$ cat src/hdl/tmc_pkg.sv
package tmc_pkg;

    localparam int CHANNELS    = 4;
    localparam int DEPTH       = 16;
    localparam int CH_W        = $clog2(CHANNELS);
    localparam int SLOT_W      = $clog2(DEPTH);
    localparam int ADDR_W      = CH_W + SLOT_W;
    localparam int FILL_W      = $clog2(DEPTH + 1);
    localparam int MAX_OUT     = 16;
    localparam int CNT_W       = $clog2(MAX_OUT + 1);
    localparam int MS_TO_US    = 1000;
    localparam int DELAY_MS_W  = 16;
    localparam int DELAY_US_W  = 26;
    localparam int TOTAL_W     = 33;
    localparam int CFG_DATA_W  = 16;
    localparam int S_TDATA_W   = 184;
    localparam int M_TDATA_W   = 80;

    typedef enum logic [0:0] {
        MODE_INSERT = 1'b0,
        MODE_QUERY  = 1'b1
    } mode_t;

    localparam logic [0:0] REG_CACHE_DEPTH    = 1'b0;
    localparam logic [0:0] REG_ANALYTICS_DELAY = 1'b1;

    typedef struct packed {
        mode_t              mode;
        logic [CH_W-1:0]    channel;
        logic signed [63:0] timestamp;
        logic [31:0]        duration_us;
        logic               is_detection;
        logic [15:0]        handle;
        logic signed [63:0] range_end;
        logic [CNT_W-1:0]   max_count;
    } item_t;

    typedef struct packed {
        logic signed [63:0] start;
        logic [31:0]        length;
        logic               kind;
        logic [15:0]        id;
    } entry_t;

    localparam int ENTRY_W = $bits(entry_t);

endpackage

$ cat src/hdl/tmc_front.sv
module tmc_front import tmc_pkg::*; (
    input  logic                 aclk,
    input  logic                 aresetn,
    input  logic                 s_tvalid,
    output logic                 s_tready,
    // channel, timestamp, duration_us, is_detection, handle, range_end, max_count
    input  logic [S_TDATA_W-1:0] s_tdata,
    // mode
    input  logic [0:0]           s_tuser,
    output logic                 item_valid,
    input  logic                 item_ready,
    output item_t                item
);

    item_t      q_reg [2];
    logic       wr_ptr_reg;
    logic       rd_ptr_reg;
    logic [1:0] cnt_reg;
    item_t      in_item;
    logic       push;
    logic       pop;

    always_comb begin
        in_item.mode         = mode_t'(s_tuser[0]);
        in_item.channel      = s_tdata[CH_W-1:0];
        in_item.timestamp    = s_tdata[65:2];
        in_item.duration_us  = s_tdata[97:66];
        in_item.is_detection = s_tdata[98];
        in_item.handle       = s_tdata[114:99];
        in_item.range_end    = s_tdata[178:115];
        // query limit saturates at the result cap
        if (s_tdata[183:179] > CNT_W'(MAX_OUT)) begin
            in_item.max_count = CNT_W'(MAX_OUT);
        end else begin
            in_item.max_count = s_tdata[183:179];
        end
    end

    assign s_tready   = (cnt_reg != 2'd2);
    assign item_valid = (cnt_reg != 2'd0);
    assign item       = q_reg[rd_ptr_reg];
    assign push       = s_tvalid && s_tready;
    assign pop        = item_valid && item_ready;

    always_ff @(posedge aclk) begin
        if (!aresetn) begin
            wr_ptr_reg <= 1'b0;
            rd_ptr_reg <= 1'b0;
            cnt_reg    <= 2'd0;
        end else begin
            if (push) begin
                q_reg[wr_ptr_reg] <= in_item;
                wr_ptr_reg        <= ~wr_ptr_reg;
            end
            if (pop) begin
                rd_ptr_reg <= ~rd_ptr_reg;
            end
            if (push && !pop) begin
                cnt_reg <= cnt_reg + 2'd1;
            end else if (pop && !push) begin
                cnt_reg <= cnt_reg - 2'd1;
            end
        end
    end

endmodule

$ cat config.mk
export PLATFORM = sky130hd
export DESIGN_NAME = tmc_front
export DESIGN_NICKNAME = d
export VERILOG_FILES = /design/src/hdl/tmc_pkg.sv /design/src/hdl/tmc_front.sv
export SDC_FILE = /design/constraint.sdc
export NUM_CORES = 1
export LEC_CHECK = 0
export ABC_AREA = 1
export BUFFER_PORTS_ARGS = -buffer_cell sky130_fd_sc_hd__buf_2
export CAP_MARGIN = 25
export CORE_UTILIZATION = 53
export CTS_CLUSTER_SIZE = 25
export DETAILED_ROUTE_END_ITERATION = 10
export PLACE_DENSITY = 0.77
export SLEW_MARGIN = 20
export SYNTH_ARGS = -nofsm -noshare
export SYNTH_HDL_FRONTEND = slang
export SYNTH_SLANG_ARGS = --single-unit
$ cat constraint.sdc
create_clock -name aclk -period 26.8 [get_ports aclk]
set_input_delay 8.04 -clock aclk [delete_from_list [all_inputs] [get_ports aclk]]
set_output_delay 8.04 -clock aclk [all_outputs]
set_load 0.02 [all_outputs]
Word-level counts from Yosys, hierarchy flattened. Memories as Yosys holds them, arrays and structs flattened. A register that Yosys moved wholly into a read port is not among the register bits. Index checks and enable logic that the tools add are counted.

Add/subtract/negate cells: 2. Multipliers: 0. Divide/modulo/power cells: 0. $lt $le $gt $ge: 1. Equal/unequal tests: 1. Shifts and indexed selects: 0. Mux-type cells: 8. Bitwise gates (word level): 2. Reduce and logical (&&, ||, !) cells: 8.

Operators by type and width (count): > comparator 5 bit, second input constant (1); 2-to-1 mux 1 bit (5); 2-to-1 mux 5 bit (1); logical AND 1 bit (4); 2-to-1 mux 2 bit (2); nonzero test 2 bit (2); adder 2 x 1 -> 2 bit, second input constant (1); logical NOT 1 bit (2); != test 2 bit, second input constant (1); inverter 1 bit (2); subtractor 2 x 1 -> 2 bit, second input constant (1).

Flip-flop bits (word level): 4. Bits in latches: 0. Memory bits (writable): 370. ROM bits: 0. Bits of input ports: 189. Word-level logic and storage cells: 26. Memories kept: 1.

Memory list: q_reg (depth 2, width 185, read ports 1, clocked after Yosys merged registers in 1, wr ports 1, RTL line tmc_front.sv:15) `item_t q_reg [2];`.

Logic depth before layout (Yosys ltp).
Depth in word-level cells: 6. Gate-level depth with buffers: 11. Mapped depth without buffers: 11.

Least setup slack after synthesis. Ideal clock, no wire load.

Kind: input port to flip-flop. Start: in s_tvalid. End: mem q_reg[1][0] in the netlist's numbering (enable). Library setup time: 0.956 ns. Data arrival time: 20.581 ns. Data required time: 25.844 ns. Slack: 5.263 ns. Stages: 2. Path buffers: 0. Cells stage by stage: nand2_1 nor3_1.

Word-level cells in the longest chain between the ends: 4.

Ends and longest elaborated chain: start, declared (RTL line tmc_front.sv:4) `input logic s_tvalid,`; logical AND 1 bit (RTL line tmc_front.sv:42) `assign push = s_tvalid && s_tready;`; 2-to-1 mux 1 bit (RTL line tmc_front.sv:51) `if (push) begin`; 2-to-1 mux 1 bit (RTL line tmc_front.sv:46) `if (!aresetn) begin`; 2-to-1 mux 1 bit (not written as such) (RTL line tmc_front.sv:52) `q_reg[wr_ptr_reg] <= in_item;`; end, declared (RTL line tmc_front.sv:15).

Every way passes these cells.

==> out/qor.csv <==
stage,metric,value,unit
outcome,status,"complete, but fails checks",
outcome,violations,DRC,
cts,cts_tree,done,
critical_path,r2r_slack,23.87,ns
place,finalWeightedCongestion,0.829,
layout,regArea,11200,um2
logic_synthesis,synth-seq-cells,375,
drt,drc,19,
flow_run,maxCapViolCount,0,
drt,first_pass_iters,8,
sta,min_period_over_period,39.5,%
place,io_buffers,375,
drt,num_vias,6995,
layout,multiInputGateArea,2810,um2
grt,grt_pass1_vias,7336,
grt,met1_usage,22.0,%
sta,layout_min_cycle_time,10.58,ns
critical_path,endpoint,item[179],
cts,cts_buffer_depth,3,
grt,grt_usage,19.3,%
sta,hold_viol_final,0,
sta,tns,0,ns
sta,rsz0062_at_grt,no,
logic_synthesis,synth_cell_type_count,18,
layout,final_cells,1397,
cts,clk_pin_slew_worst_paths,0.06,ns
die,start_util,54.4,%
worst_hold_path,min_from,wr_ptr_reg,
cts,clock-sinks,375,
critical_path,critPathKind,reg -> out,
drt,drtIter0Drc,460,
cts,holdBufCountCts,0,
critical_path,ff2ff_path_depth,7,
layout,layout-drive-gt1-share,59.0,%
critical_path,crit_fanout,38,
grt,antenna_found_initial,7,
critical_path,worstSetupEndpointType,output pin,
logic_synthesis,async_flop_share,0,%
sta,finalMaxSlewViolations,0,
cts,cts-buffers-inserted,38,
logic_synthesis,mappedNetlistArea,14300,um2
grt,overflow,0,
pwr,peakVddDrop,63.1,uV
pwr,power,1580,uW
logic_synthesis,synth_fp_nets,812,
drt,ant_nets,0,
die,die_w,166,um
critical_path,r2r-end,q_reg[0][55],
sta,clock_skew,0.0107,ns
sta,slew_headroom,31.8,%
cts,insertion_delay,0.50,ns
sta,worstMarginPinSlew,1.02,ns
die,rows,59,
layout,n_fill_cell,1734,
worst_hold_path,hp-class,reg -> reg,
drt,routed_via_density,5.01,
pwr,p_per_area,89.2,nW/um2
sta,finalSetupViolations,0,
die,die-area,27600,um2
grt,grt_use_met3,5.74,%
layout,finalNetCount,1217,
pwr,power.leakage,0.00689,uW
grt,grt_max_degree,80,
drt,wl_per_cell,19.5,um
logic_synthesis,seq_area_frac_synth,78.6,%
cts,postCtsSetupRepairBufs,0,
grt,gr-max-usage-layer,met2,
logic_synthesis,postSynthCellCount,622,
die,fp.dieH,166,um
cts,post_cts_resized,0,
cts,ctsRootBufferMaster,clkbuf_16,
sta,fmax,94.5,MHz
die,io_pins,376,
layout,largest_register_ff_count,370,
place,dp_hpwl,18500,um
logic_synthesis,synth_area_per_cell,22.9,um2
grt,met2_usage,34.4,%
cts,htree_num_levels,2,
critical_path,critPathRequiredTime,18.76,ns
critical_path,regToRegStartpoint,cnt_reg[0],
drt,wirelength,27300,um
logic_synthesis,synth_flop_cell,edfxtp_1,
layout,syn_to_final_growth,24.2,%
place,dp.cells,1320,
logic_synthesis,synth_edf_count,370,
critical_path,crit_arrival,2.54,ns
die,core,26200,um2
logic_synthesis,yosysWarnings,0,
critical_path,start_kind,flop,
grt,grt_pass1_wl,40600,um
how the worst min path moves through the flow:
stage,slack [ns],cells past startpoint,endpoint
2_1_floorplan,0.44,2,wr_ptr_reg
3_3_place_gp,0.45,2,wr_ptr_reg
3_5_place_dp,0.47,2,wr_ptr_reg
4_1_cts,0.47,2,wr_ptr_reg
5_1_grt,0.49,2,wr_ptr_reg
6_report,0.47,2,wr_ptr_reg
logic make-up (layout without fill, tap and decap cells):
group                      after synthesis  count (layout)  share of synthesized area [%]
other                                    0               6                              0
muxes                                  185             185                           18.6
and+or+nand+nor                         22              22                          0.623
DFF                                    375             375                           78.6
buffers and inverters                   32             466                           1.82
AOI/OAI and AO/OA                        7               7                          0.316
adders and majority gates                1               1                         0.0877
final cells by class:
| cell class | count | share of cell area, % |
|---|---|---|
| Antenna cell | 6 | 0.0848 |
| Clock buffer | 54 | 6.07 |
| Clock inverter | 15 | 0.530 |
| Inverter | 10 | 0.212 |
| Multi-Input combinational cell | 215 | 15.8 |
| Sequential cell | 375 | 63.3 |
| Tap cell | 335 | 2.37 |
| Timing Repair Buffer | 387 | 11.6 |
through the flow:
stage	hold slack (ns)	utilization (%)	instance area, um2	setup slack [ns]
3_3_place_gp	0.451	62.6	16400	16.02
4_1_cts	0.474	67.3	17600	15.66
2_1_floorplan	0.442	-	14300	5.26
6_report	0.470	67.6	17700	16.22
3_5_place_dp	0.466	62.8	16500	16.20
5_1_grt	0.490	67.6	17700	16.11
cell usage after synthesis, drive strengths merged, types with 2 or more instances:
master	count	area (um2)
a21boi	3	22.5
nor3	2	10.0
mux2	185	2650
edfxtp	370	11100
a21oi	2	10.0
buf	21	218
nand2	12	45.0
inv	10	37.5
dfxtp	5	100
nor2	6	22.5
worst max-delay path, stage by stage, from the launching register on:
cell,delay [ns]
dfxtp_4,0.62
buf_4,0.51
buf_16,0.31
mux2_2,0.38
buf_2,0.16
report_power, final:
group	total (uW)	switching, uW	internal [uW]
sequential	715	16.4	699
combinational	375	209	166
clock	489	200	289
layer usage:
| metal | part of all wire (%) | wire length, um |
|---|---|---|
| met5 | 0 | 0 |
| met4 | 2.5 | 680 |
| met3 | 7.3 | 1980 |
| met2 | 53 | 14400 |
| met1 | 37 | 10200 |
cells in the final DEF (no fill, tap or decap), types with 2 or more instances in the layout:
cell type  count
a21boi_0       3
clkinv_1       8
clkbuf_1      13
clkbuf_16     41
buf_16         4
mux2_2        35
inv_1         10
diode_2        6
a21oi_1        2
dfxtp_1        4
buf_4          8
clkinv_2       5
nor2_1         5
edfxtp_1     370
buf_2        375
nand2_1       12
mux2_4       150
No activity file was read; power rests on OpenSTA's default activity.
